[src/rtl/core/lssd_pkg.sv]
// Shared types, constants and arithmetic helpers for the line-scan smoothing block.
package lssd_pkg;

    localparam int PIX_W     = 12;
    localparam int CURV_W    = 14;
    localparam int SUM_W     = 14;
    localparam int WIN_DEPTH = 3;
    localparam int MAX_LINE_PIXELS_DEF = 128;

    // x / 3 == (x * 43691) >> 17 for every x below 2^16
    localparam logic [16:0] DIV3_RECIP = 17'd43691;
    localparam int          DIV3_SHIFT = 17;

    typedef struct packed {
        logic clear;
        logic shift_raw;
        logic shift_smooth;
    } t_cell_ctrl;

    function automatic logic [PIX_W-1:0] div3(input logic [SUM_W-1:0] s);
        logic [SUM_W+16:0] prod;
        prod = s * DIV3_RECIP;
        return prod[DIV3_SHIFT +: PIX_W];
    endfunction

    // a - 2b + c, wrapped to the result width
    function automatic logic [CURV_W-1:0] second_diff(input logic [PIX_W-1:0] a,
                                                     input logic [PIX_W-1:0] b,
                                                     input logic [PIX_W-1:0] c);
        logic signed [PIX_W+2:0] v;
        v = $signed({3'b000, a}) - $signed({2'b00, b, 1'b0}) + $signed({3'b000, c});
        return v[CURV_W-1:0];
    endfunction

    // a - b, wrapped to the result width
    function automatic logic [CURV_W-1:0] first_diff(input logic [PIX_W-1:0] a,
                                                    input logic [PIX_W-1:0] b);
        logic signed [PIX_W+2:0] v;
        v = $signed({3'b000, a}) - $signed({3'b000, b});
        return v[CURV_W-1:0];
    endfunction

endpackage

[src/rtl/core/lssd_cell.sv]
// One tap of the window chain: holds a raw pixel and a smoothed value.
module lssd_cell
    import lssd_pkg::*;
(
    input  logic             i_clk,
    input  logic             i_rst_n,
    input  t_cell_ctrl       i_ctrl,
    input  logic [PIX_W-1:0] i_raw,
    input  logic [PIX_W-1:0] i_smooth,
    output logic [PIX_W-1:0] o_raw,
    output logic [PIX_W-1:0] o_smooth
);

    logic [PIX_W-1:0] r_raw, n_raw;
    logic [PIX_W-1:0] r_smooth, n_smooth;

    always_comb begin
        n_raw    = r_raw;
        n_smooth = r_smooth;
        if (i_ctrl.clear) begin
            n_raw    = '0;
            n_smooth = '0;
        end else begin
            if (i_ctrl.shift_raw) begin
                n_raw = i_raw;
            end
            if (i_ctrl.shift_smooth) begin
                n_smooth = i_smooth;
            end
        end
    end

    always_ff @(posedge i_clk) begin
        if (!i_rst_n) begin
            r_raw    <= '0;
            r_smooth <= '0;
        end else begin
            r_raw    <= n_raw;
            r_smooth <= n_smooth;
        end
    end

    assign o_raw    = r_raw;
    assign o_smooth = r_smooth;

endmodule

[src/rtl/core/line_scan_smooth_second_difference.sv]
// Top level: 3-tap box smoothing and second forward difference of a line scan.
// One pixel is taken per clock while o_ready is high; each accepted pixel after the third of a
// line, save the one that ends it, puts one curvature result in the output register, seen on the
// following cycle. A pixel carrying i_line_end (or the pixel at index MAX_LINE_PIXELS-1) starts a
// flush of min(L,4) results for a line of L pixels, one per cycle while the output side does not
// stall, with o_ready low meanwhile. The final result of a line is zero and carries o_last_of_line.
// The window is a chain of three cells; raw values shift on every accepted pixel, smoothed values
// on every one but the first of a line; the divide by three is a reciprocal multiply in that path.
module line_scan_smooth_second_difference
    import lssd_pkg::*;
#(
    parameter int MAX_LINE_PIXELS = MAX_LINE_PIXELS_DEF
) (
    input  logic                i_clk,
    input  logic                i_rst_n,
    input  logic [PIX_W-1:0]    i_pixel,
    input  logic                i_line_end,
    input  logic                i_valid,
    output logic                o_ready,
    output logic [CURV_W-1:0]   o_curvature,
    output logic                o_last_of_line,
    output logic                o_valid,
    input  logic                i_ready
);

    localparam int CNT_W = $clog2(MAX_LINE_PIXELS);
    localparam logic [1:0] POS_TAIL_DIFF = 2'd2;
    localparam logic [1:0] POS_END       = 2'd3;

    logic [PIX_W-1:0] w_raw    [WIN_DEPTH];
    logic [PIX_W-1:0] w_smooth [WIN_DEPTH];
    t_cell_ctrl       cell_ctrl;

    logic [CNT_W-1:0]  r_count, n_count;
    logic              r_flush, n_flush;
    logic [1:0]        r_pos, n_pos;
    logic [PIX_W-1:0]  r_tail, n_tail;
    logic              r_out_valid, n_out_valid;
    logic [CURV_W-1:0] r_out_curv, n_out_curv;
    logic              r_out_last, n_out_last;

    logic              slot_free;
    logic              in_fire;
    logic              is_last;
    logic [SUM_W-1:0]  box_sum;
    logic [PIX_W-1:0]  new_smooth;
    logic              flush_step;
    logic [CURV_W-1:0] flush_val;

    assign slot_free = !r_out_valid || i_ready;
    assign o_ready   = !r_flush && slot_free;
    assign in_fire   = i_valid && o_ready;
    assign is_last   = i_line_end || (r_count == CNT_W'(MAX_LINE_PIXELS - 1));

    // centred average of the pixel before last, using the window after this shift
    assign box_sum    = SUM_W'(w_raw[1]) + SUM_W'(w_raw[2]) + SUM_W'(i_pixel);
    assign new_smooth = (r_count == CNT_W'(1)) ? w_raw[2] : div3(box_sum);

    assign flush_step = r_flush && slot_free;

    always_comb begin
        unique case (r_pos)
            POS_END:       flush_val = '0;
            POS_TAIL_DIFF: flush_val = first_diff(w_smooth[2], r_tail);
            2'd1:          flush_val = second_diff(w_smooth[1], w_smooth[2], r_tail);
            default:       flush_val = second_diff(w_smooth[0], w_smooth[1], w_smooth[2]);
        endcase
    end

    assign cell_ctrl.clear        = flush_step && (r_pos == POS_END);
    assign cell_ctrl.shift_raw    = in_fire;
    assign cell_ctrl.shift_smooth = in_fire && (r_count != '0);

    for (genvar k = 0; k < WIN_DEPTH; k++) begin : g_cell
        logic [PIX_W-1:0] raw_in, smooth_in;
        if (k == WIN_DEPTH - 1) begin : g_head
            assign raw_in    = i_pixel;
            assign smooth_in = new_smooth;
        end else begin : g_link
            assign raw_in    = w_raw[k+1];
            assign smooth_in = w_smooth[k+1];
        end
        lssd_cell u_cell (
            .i_clk    (i_clk),
            .i_rst_n  (i_rst_n),
            .i_ctrl   (cell_ctrl),
            .i_raw    (raw_in),
            .i_smooth (smooth_in),
            .o_raw    (w_raw[k]),
            .o_smooth (w_smooth[k])
        );
    end

    always_comb begin
        n_count     = r_count;
        n_flush     = r_flush;
        n_pos       = r_pos;
        n_tail      = r_tail;
        n_out_valid = r_out_valid && !i_ready;
        n_out_curv  = r_out_curv;
        n_out_last  = r_out_last;
        if (in_fire) begin
            if (is_last) begin
                n_count = '0;
                n_flush = 1'b1;
                n_tail  = i_pixel;
                n_pos   = (r_count >= CNT_W'(3)) ? 2'd0 : (POS_END - r_count[1:0]);
            end else begin
                n_count = r_count + CNT_W'(1);
                if (r_count >= CNT_W'(3)) begin
                    n_out_valid = 1'b1;
                    n_out_curv  = second_diff(w_smooth[1], w_smooth[2], new_smooth);
                    n_out_last  = 1'b0;
                end
            end
        end else if (flush_step) begin
            n_out_valid = 1'b1;
            n_out_curv  = flush_val;
            n_out_last  = (r_pos == POS_END);
            if (r_pos == POS_END) begin
                n_flush = 1'b0;
            end else begin
                n_pos = r_pos + 2'd1;
            end
        end
    end

    always_ff @(posedge i_clk) begin
        if (!i_rst_n) begin
            r_count     <= '0;
            r_flush     <= 1'b0;
            r_pos       <= '0;
            r_out_valid <= 1'b0;
        end else begin
            r_count     <= n_count;
            r_flush     <= n_flush;
            r_pos       <= n_pos;
            r_out_valid <= n_out_valid;
        end
    end

    always_ff @(posedge i_clk) begin
        r_tail     <= n_tail;
        r_out_curv <= n_out_curv;
        r_out_last <= n_out_last;
    end

    assign o_valid        = r_out_valid;
    assign o_curvature    = r_out_curv;
    assign o_last_of_line = r_out_last;

endmodule

[config.mk]
export PLATFORM = sky130hd
export DESIGN_NAME = line_scan_smooth_second_difference
export DESIGN_NICKNAME = d
export VERILOG_FILES = /design/src/rtl/core/lssd_pkg.sv /design/src/rtl/core/lssd_cell.sv /design/src/rtl/core/line_scan_smooth_second_difference.sv
export SDC_FILE = /design/constraint.sdc
export NUM_CORES = 1
export LEC_CHECK = 0
export BUFFER_PORTS_ARGS = -buffer_cell sky130_fd_sc_hd__buf_4
export CAP_MARGIN = 0
export CORE_MARGIN = 2
export CORE_UTILIZATION = 28
export DETAILED_ROUTE_END_ITERATION = 7
export MAX_ROUTING_LAYER = met4
export PLACE_DENSITY = 0.39
export SYNTH_ARGS = -nofsm -noshare
export SYNTH_HDL_FRONTEND = slang
export SYNTH_SLANG_ARGS = --single-unit
[constraint.sdc]
create_clock -name i_clk -period 11.8 [get_ports i_clk]
set_input_delay 0.59 -clock i_clk [delete_from_list [all_inputs] [get_ports i_clk]]
set_output_delay 0.59 -clock i_clk [all_outputs]
set_load 0.05 [all_outputs]
== Word-level counts from Yosys, hierarchy flattened ==
Cells that the tools add are included.

* Memory bits (read-only): 0
* RAM bits: 0
* Word-level logic and storage cells: 78
* Register bits: 98
* Input port bits: 17
* Memories kept: 0
* Bits in latches: 0

* Add/sub/neg operators: 11
* Order comparisons: 1
* Eq/ne operators: 9
* Bitwise operators: 1
* Multipliers: 1
* Reduce and logical (&&, ||, !) cells: 19
* Shifts and indexed selects: 0
* Mux-type cells: 24
* Div/mod/pow operators: 0

{| class="wikitable"
|+ Operator list
! operator !! number
|-
| 14-bit 2-to-1 mux || 4
|-
| 14-bit by 13-bit adder with 14-bit output || 3
|-
| 14-bit case mux with 3 select lines || 1
|-
| 14-bit by 16-bit multiplier with 29-bit output (second input constant) || 1
|-
| 12-bit by 13-bit subtractor with 14-bit output || 2
|-
| 13-bit by 12-bit adder with 14-bit output || 1
|-
| 12-bit by 12-bit adder with 13-bit output || 1
|-
| 12-bit by 12-bit subtractor with 13-bit output || 1
|-
| 1-bit 2-to-1 mux || 12
|-
| 12-bit 2-to-1 mux || 1
|-
| 2-bit 2-to-1 mux || 5
|-
| 3-bit AND reduction || 3
|-
| 7-bit by 1-bit adder with 7-bit output (second input constant) || 1
|-
| 7-bit by 1-bit == test with 1-bit output (second input constant) || 1
|-
| 7-bit == test (second input constant) || 1
|-
| 7-bit by 2-bit greater-or-equal comparator with 1-bit output (second input constant) || 1
|-
| 7-bit 2-to-1 mux || 1
|-
| 7-bit nonzero test || 1
|-
| 1-bit logical AND || 6
|-
| 2-bit == test (second input constant) || 2
|-
| 2-bit by 1-bit inequality test with 1-bit output (second input constant) || 2
|-
| 2-bit inequality test (second input constant) || 2
|-
| 2-bit nonzero test || 2
|-
| 1-bit zero test || 3
|-
| other kinds (7) || 8
|}

== Logic depth before layout (Yosys ltp) ==
Gate-level depths: netlist (run 1).

* Word-level depth: 8
* Depth in mapped cells: 44
* Depth with buffers taken out: 44

== Hierarchy ==
From an unflattened synthesis (run 1), not the netlist that was laid out.

* Cells, all modules: 1221
* Area total of the unflattened synthesis: 11377.2 um^2

{| class="wikitable"
|+ By module, submodules not included
! module !! instances !! area each (um^2) !! sequential area each (um^2) !! cells an instance
|-
| line_scan_smooth_second_difference || 1 || 8775.9 || 1031.0 || 987
|-
| lssd_cell || 3 || 867.1 || 480.5 || 78
|}

== Least setup slack after synthesis (run 1) ==
No wires, ideal clock.

* Kind: input to register
* Start point: in i_pixel[2]
* End point: reg r_out_curv[10] (netlist: o_curvature[10]) (data pin)
* Setup slack: 2.062 ns
* Path buffers: 0
* Arrival: 9.469 ns
* Stages: 42
* Setup time: 0.269 ns
* Cell sequence: fa_1 -> ha_1 -> a21o_1 -> a21oi_1 -> o21bai_1 -> a21oi_1 -> o21bai_1 -> a21oi_1 -> o21bai_1 -> a21oi_1 -> xor2_1 -> inv_1 -> ha_1 -> ha_1 -> inv_1 -> fa_1 -> inv_1 -> fa_1 -> [... 6 more ...] -> o211ai_1 -> a211oi_1 -> o21ai_0 -> a21oi_1 -> xnor2_1 -> nand2_1 -> o21ai_0 -> fa_1 -> a21o_1 -> a21oi_1 -> o21bai_1 -> a21oi_1 -> o21ai_0 -> nor2b_1 -> a211o_1 -> a21oi_1 -> xor2_1 -> o21ai_0

* Word-level cells in the longest chain between the ends: 7

{| class="wikitable"
|+ RTL lines
! what !! line !! text
|-
| from (decl) || line_scan_smooth_second_difference.sv:16 || <nowiki>input logic [PIX_W-1:0] i_pixel,</nowiki>
|-
| 13-bit by 12-bit adder with 14-bit output || line_scan_smooth_second_difference.sv:56 || <nowiki>assign box_sum = SUM_W'(w_raw[1]) + SUM_W'(w_raw[2]) + SUM_W'(i_pixel);</nowiki>
|-
| 14-bit by 16-bit multiplier with 29-bit output || lssd_pkg.sv:22 || <nowiki>prod = s * DIV3_RECIP;</nowiki>
|-
| 12-bit 2-to-1 mux || line_scan_smooth_second_difference.sv:57 || <nowiki>assign new_smooth = (r_count == CNT_W'(1)) ? w_raw[2] : div3(box_sum);</nowiki>
|-
| net g_cell[2].smooth_in[1] || line_scan_smooth_second_difference.sv:75 || <nowiki>logic [PIX_W-1:0] raw_in, smooth_in;</nowiki>
|-
| 14-bit by 13-bit adder with 14-bit output || lssd_pkg.sv:31 || <nowiki>v = $signed({3'b000, a}) - $signed({2'b00, b, 1'b0}) + $signed({3'b000, c});</nowiki>
|-
| 14-bit 2-to-1 mux || line_scan_smooth_second_difference.sv:110 || <nowiki>if (r_count >= CNT_W'(3)) begin</nowiki>
|-
| 14-bit 2-to-1 mux || line_scan_smooth_second_difference.sv:103 || <nowiki>if (is_last) begin</nowiki>
|-
| 14-bit 2-to-1 mux || line_scan_smooth_second_difference.sv:102 || <nowiki>if (in_fire) begin</nowiki>
|-
| net n_out_curv[10] || line_scan_smooth_second_difference.sv:39 || <nowiki>logic [CURV_W-1:0] r_out_curv, n_out_curv;</nowiki>
|-
| to (signal assigned) || line_scan_smooth_second_difference.sv:144 || <nowiki>r_out_curv <= n_out_curv;</nowiki>
|-
| to (decl) || line_scan_smooth_second_difference.sv:39 ||
|}

The timed path passes the listed nets, and every way through them passes these cells. The select of a mux whose other input is x is not followed.
A chain may end at the register's enable or synchronous reset.

== Final worst setup path (run 1) ==
* Start point: reg g_cell[2].u_cell.r_raw[1]
* End point: reg r_out_curv[13] (netlist: o_curvature[13]) (data pin)

* Word-level cells in the longest chain between the ends: 8

{| class="wikitable"
|+ RTL lines
! what !! line !! text
|-
| from (decl) || lssd_cell.sv:14 || <nowiki>logic [PIX_W-1:0] r_raw, n_raw;</nowiki>
|-
| from (signal assigned) || lssd_cell.sv:38 || <nowiki>r_raw <= n_raw;</nowiki>
|-
| 12-bit by 12-bit adder with 13-bit output || line_scan_smooth_second_difference.sv:56 ||
|-
| 13-bit by 12-bit adder with 14-bit output || line_scan_smooth_second_difference.sv:56 ||
|-
| 14-bit by 16-bit multiplier with 29-bit output || lssd_pkg.sv:22 ||
|-
| 12-bit 2-to-1 mux (*) || line_scan_smooth_second_difference.sv:57 ||
|-
| net g_cell[2].smooth_in[1] || line_scan_smooth_second_difference.sv:75 ||
|-
| 14-bit by 13-bit adder with 14-bit output (*) || lssd_pkg.sv:31 ||
|-
| 14-bit 2-to-1 mux (*) || line_scan_smooth_second_difference.sv:110 ||
|-
| 14-bit 2-to-1 mux (*) || line_scan_smooth_second_difference.sv:103 ||
|-
| 14-bit 2-to-1 mux (*) || line_scan_smooth_second_difference.sv:102 ||
|-
| net n_out_curv[13] || line_scan_smooth_second_difference.sv:39 ||
|}

The timed path passes the listed nets; every way through them passes the cells marked *. The select of a mux whose other input is x is not followed.

==> key figures, run 1 <==
CTS
  – Clock latency on the worst-skew pair: 380 ps
  – Post-CTS sizing: 0
  – CTS tree: yes
  – Clk sinks: 98
  – Max Root-Sink Buffers: 2
  – Clock transition at path regs: 80 ps
  – Total number of H-tree levels: 3
  – Clock root cell: clkbuf_16
  – Post-CTS setup repair buffer count: 0
  – Cts hold-fix bufs: 0
  – Clock buffer count from CTS: 9

Worst setup path
  – CP Max Fanout: 3
  – Crit path from: g_cell[2].u_cell.o_raw[1]
  – Crit path launch type: flop
  – Buf/Inv on CP: 6
  – CP Depth: 42
  – Arr. time, crit path: 10760 ps
  – R2R Path Start: g_cell[2].u_cell.o_raw[1]
  – Slowest-stage cell, CP: fa_1
  – Setup slack, reg-to-reg: 1260 ps
  – Worst Setup End Kind: flop
  – R2R cell count: 42
  – Worst reg2reg endpoint: o_curvature[13]
  – Critical path's top delay family: compound AO/OA/AOI/OAI gates
  – Worst Path Required: 12020 ps
  – CP max stage delay: 520 ps
  – Critical path type: reg2reg
  – End point of the critical path: o_curvature[13]

Drt
  – Wire length per cell: 15.8 um
  – Routed vias/inst: 4.60
  – Routed via count: 8279
  – Total Routed Length: 28500 um
  – DRT Pass-1 Iters: 5
  – DRC Markers: 0
  – Final antenna-violating net count: 0
  – Initial drt markers: 265

STA
  – Skew final: 13.2 ps
  – Fin crit share: 89.3%
  – Final Slew Violations: 0
  – Setup_tns: 0 ps
  – Max frequency: 94.9 MHz
  – # setup viols final: 0
  – Final Hold Fails: 0
  – Worst-Margin Slew: 1260 ps
  – Rel. slew slack: 14.0%
  – RSZ-0062 raised after global routing: no
  – Tmin final: 10540 ps

Die
  – DIE AREA: 40500 um2
  – # IOs: 34
  – Std-Cell Rows: 72
  – Die H: 201 um
  – CORE AREA: 38600 um2
  – Chip Width: 201 um
  – Initial Utilization: 28.2%

Run
  – Max_cap viols: 0

Cells and area
  – Synth-to-layout area growth: 10.7%
  – Fillers: 4146
  – Layout cell share with drive strength beyond 1: 6.16%
  – Commonest non-fill, non-tap cell in the layout: inv_1
  – Nets@finish: 1548
  – Most frequent cells in the layout: inv_1 (203), ha_1 (171), nand2_1 (153), a21oi_1 (120), fa_1 (83)
  – # diodes: 0

Global route
  – Vias in the first global route: 8816
  – Largest net degree at the start of global routing: 61
  – All-Layer GR Usage: 15.3%
  – Grt ovf: 0
  – Antenna violations before repair: 0
  – First-pass GRT wire length: 47200 um

Synth
  – Primary FF master, synth: dfxtp_1
  – Number of synthesized flops with an enable pin: 27
  – Cell variety after synth: 67
  – YS warnings: 0
  – Register area share after synthesis: 20.5%
  – Ys async rst share: 0%
  – Number of synthesized register bits: 98
  – Cell Area, Synth: 10900 um2
  – Syn avg cell area: 8.65 um2
  – Syn nets: 1530
  – Syn Inst Count: 1259

Placement
  – Input/output buffers: 33
  – Detailed Place HPWL: 23100 um
  – Final Wtd Congestion: 0.794

Hold path
  – Worst hold path type: in2reg

Status
  – Status: finished, final reports clean
metal layers:
metal | vias to the layer above | global-route usage, % | share of wire, %
met5 | - | - | 0
met3 | 17 | 1.38 | 2.0
li1 | 4290 | - | -
met1 | 3908 | 19.8 | 49
met4 | 0 | 3.78 | 1.1
met2 | 64 | 25.7 | 48
sequential cells by signal, indices dropped and copies added, names as in the netlist:
register,flops
g_cell.u_cell.o_raw,24
g_cell.u_cell.o_smooth,36
o_curvature,14
o_last_of_line,1
o_valid,1
r_count,7
r_flush,1
r_pos,2
r_tail,12
cells in the mapped netlist (21+ instances only):
cell type,count,area [um2]
ha_1,171,2140
edfxtp_1,27,811
nand2_1,153,574
a21oi_1,121,606
a21o_1,21,158
fa_1,83,1660
inv_1,203,762
dfxtp_1,71,1420
o21ai_0,34,170
xnor2_1,49,429
xor2_1,26,228
nor2_1,58,218
clkbuf_1,28,105
final cells by class:
| cell class | instances | area (um2) | share of cell area, % |
|---|---|---|---|
| inverters | 203 | 762 | 6.32 |
| clock inverters | 3 | 22.5 | 0.187 |
| well taps | 518 | 648 | 5.38 |
| repair buffers | 41 | 308 | 2.55 |
| flip-flops and latches | 98 | 2230 | 18.5 |
| clock buffers | 13 | 304 | 2.52 |
| multi-input cells | 924 | 7780 | 64.5 |
through the flow:
stage	hold WS [ps]	utilization [%]	cells	instance area (um2)	worst slack [ps]
final	415	31.3	1800	12100	1260
after global routing	398	31.3	1800	12100	145
after CTS	395	31.3	1800	12100	1130
after detailed placement	448	30.4	1784	11700	816
after global placement	444	30.4	1784	11700	1030
after floorplan	436	-	1259	10900	2060
cells by family (layout without fill, tap and decap cells):
logic type,Yosys count,in the layout,synth area share (%)
AOI/OAI and AO/OA,299,299,17.9
xor gates and xnor gates,76,76,6.24
adders and majority gates,255,255,35.0
buffers and inverters,237,260,8.19
DFF,98,98,20.5
muxes,2,2,0.195
and+or+nand+nor,292,292,11.9
worst min path at each step:
stage                                        from                            end  slack (ps)  cells after the start
finish                                i_pixel[11]                     r_tail[11]         420                      1
global route                          i_pixel[11]                     r_tail[11]         400                      1
CTS                                   i_pixel[11]                     r_tail[11]         390                      1
detailed placement  g_cell[0].u_cell.o_smooth[11]  g_cell[0].u_cell.o_smooth[11]         450                      2
global placement     g_cell[0].u_cell.o_smooth[4]   g_cell[0].u_cell.o_smooth[4]         440                      2
floorplan           g_cell[0].u_cell.o_smooth[10]  g_cell[0].u_cell.o_smooth[10]         440                      2
Power of run 1 is left out: the tool's default activity adds up to more than one toggle a clock period on the data nets, which glitch-free logic cannot reach.
==> inputs of run 2 (changes only) <==
- CORE_ASPECT_RATIO: unset -> 2
==> key figures, run 2 (synthesis gave the netlist of run 1 again) <==
Worst setup path
  – R2R cell count: 42 (unchanged)
  – Critical path type: reg2reg (unchanged)
  – Worst Setup End Kind: flop (unchanged)
  – R2R Path Start: g_cell[2].u_cell.o_raw[1] (unchanged)
  – CP Max Fanout: 4 (was 3)
  – Arr. time, crit path: 10730 ps (was 10760 ps)
  – Crit path launch type: flop (unchanged)
  – Worst Path Required: 11890 ps (was 12020 ps)
  – CP max stage delay: 570 ps (was 520 ps)
  – Most used cell, CP: fa_1
  – Slowest-stage cell, CP: fa_1 (unchanged)
  – Setup slack, reg-to-reg: 1160 ps (was 1260 ps)
  – Worst reg2reg endpoint: o_curvature[10] (was o_curvature[13])

Hold path
  – Hold Path End: r_tail[11] (unchanged)
  – Worst hold path type: in2reg (unchanged)
  – Hold path startpoint: i_pixel[11] (unchanged)
  – WHS Path Cells: 1 (unchanged)

Cells and area
  – Final core occ: 31.2% (was 31.3%)
  – Most frequent cells in the layout: inv_1 (203), ha_1 (171), nand2_1 (152), a21oi_1 (120), fa_1 (83) (was inv_1 (203), ha_1 (171), nand2_1 (153), a21oi_1 (120), fa_1 (83))
  – Nets@finish: 1549 (was 1548)
  – Commonest non-fill, non-tap cell in the layout: inv_1 (unchanged)
  – # diodes: 0 (unchanged)
  – Number of flip-flops in the largest register: 36 (unchanged)
  – Layout cell share with drive strength beyond 1: 6.39% (was 6.16%)
  – Synth-to-layout area growth: 10.5% (was 10.7%)

STA
  – # setup viols final: 0 (unchanged)
  – Tmin final: 10640 ps (was 10540 ps)
  – Final Slew Violations: 0 (unchanged)
  – Rel. slew slack: 34.0% (was 14.0%)
  – Final Hold Fails: 0 (unchanged)
  – RSZ-0062 raised after global routing: no (unchanged)
  – Skew final: 10.2 ps (was 13.2 ps)
  – Setup_tns: 0 ps (unchanged)
  – Fin crit share: 90.2% (was 89.3%)
  – Worst-Margin Slew: 965 ps (was 1260 ps)
  – Max frequency: 93.9 MHz (was 94.9 MHz)

Drt
  – Total Routed Length: 31200 um (was 28500 um)
  – Routed vias/inst: 4.74 (was 4.60)
  – Routed via count: 8552 (was 8279)
  – DRT Pass-1 Iters: 4 (was 5)
  – Wire length per cell: 17.3 um (was 15.8 um)
  – Final antenna-violating net count: 0 (unchanged)
  – Initial drt markers: 298 (was 265)
  – DRC Markers: 0 (unchanged)

CTS
  – Clock latency on the worst-skew pair: 370 ps (was 380 ps)
  – Clk sinks: 98 (unchanged)
  – Post-CTS setup repair buffer count: 0 (unchanged)
  – Total number of H-tree levels: 3 (unchanged)
  – Post-CTS sizing: 0 (unchanged)
  – Clock buffer count from CTS: 9 (unchanged)
  – Clock root cell: clkbuf_16 (unchanged)
  – Cts hold-fix bufs: 0 (unchanged)
  – Max Root-Sink Buffers: 2 (unchanged)
  – Clock transition at path regs: 80 ps (about the same)
  – CTS tree: yes (unchanged)

Global route
  – Antenna violations before repair: 0 (unchanged)
  – Vias in the first global route: 9284 (was 8816)
  – First-pass GRT wire length: 49500 um (was 47200 um)
  – Grt ovf: 0 (unchanged)
  – Largest net degree at the start of global routing: 61 (unchanged)
  – All-Layer GR Usage: 16.5% (was 15.3%)

Die
  – Initial Utilization: 28.3% (was 28.2%)
  – Chip Width: 143 um (was 201 um)
  – # IOs: 34 (unchanged)
  – DIE AREA: 40600 um2 (was 40500 um2)
  – Std-Cell Rows: 102 (was 72)
  – Die H: 283 um (was 201 um)
  – CORE AREA: 38500 um2 (was 38600 um2)

Run
  – Max_cap viols: 0 (unchanged)

Placement
  – Final Wtd Congestion: 0.855 (was 0.794)
  – Input/output buffers: 33 (unchanged)
  – Detailed Place HPWL: 26200 um (was 23100 um)

Status
  – Status: finished, final reports clean (unchanged)
==> run 2: layout make-up <==
type	count	area, um2
Clock buffer	9	225
Clock inverter	7	57.6
Fill cell	4187	26500
Inverter	203	762
Multi-Input combinational cell	924	7780
Sequential cell	98	2230
Tap cell	520	651
Timing Repair Buffer	42	315
==> run 2: worst max path at each step <==
stage,from,to,slack (ps),cells past startpoint
floorplan,i_pixel[2],o_curvature[10],2060,42
global placement,i_pixel[2],o_curvature[13],820,44
detailed placement,i_pixel[2],o_curvature[10],660,44
CTS,g_cell[2].u_cell.o_raw[2],o_curvature[10],1000,43
global route,g_cell[2].u_cell.o_raw[1],o_curvature[10],240,42
finish,g_cell[2].u_cell.o_raw[1],o_curvature[10],1160,42
==> run 2: critical path, delay by kind of cell (launching register included) <==
kind	cells	cell delay [ps]
and+or+nand+nor	2	300
AOI/OAI and AO/OA	20	4430
buffers and inverters	6	390
xor gates and xnor gates	3	340
DFF	1	370
adders and majority gates	11	4530
==> run 2: metal layers <==
| metal | vias to the layer above | GRT usage, % | part of all wire (%) |
|---|---|---|---|
| met5 | - | - | 0 |
| met4 | 0 | 6.59 | 3.5 |
| met3 | 43 | 1.30 | 1.6 |
| met2 | 91 | 33.9 | 60 |
| met1 | 4131 | 15.2 | 35 |
| li1 | 4287 | - | - |
==> run 2: metrics by stage <==
stage	cells	worst slack (ps)	area [um2]	hold WS [ps]
after floorplan	1259	2060	10900	436
after global placement	1787	817	11700	442
after detailed placement	1787	664	11700	447
after CTS	1803	1000	12000	408
after global routing	1803	236	12000	414
final	1803	1160	12000	421
Power of run 2 is left out for the same reason.
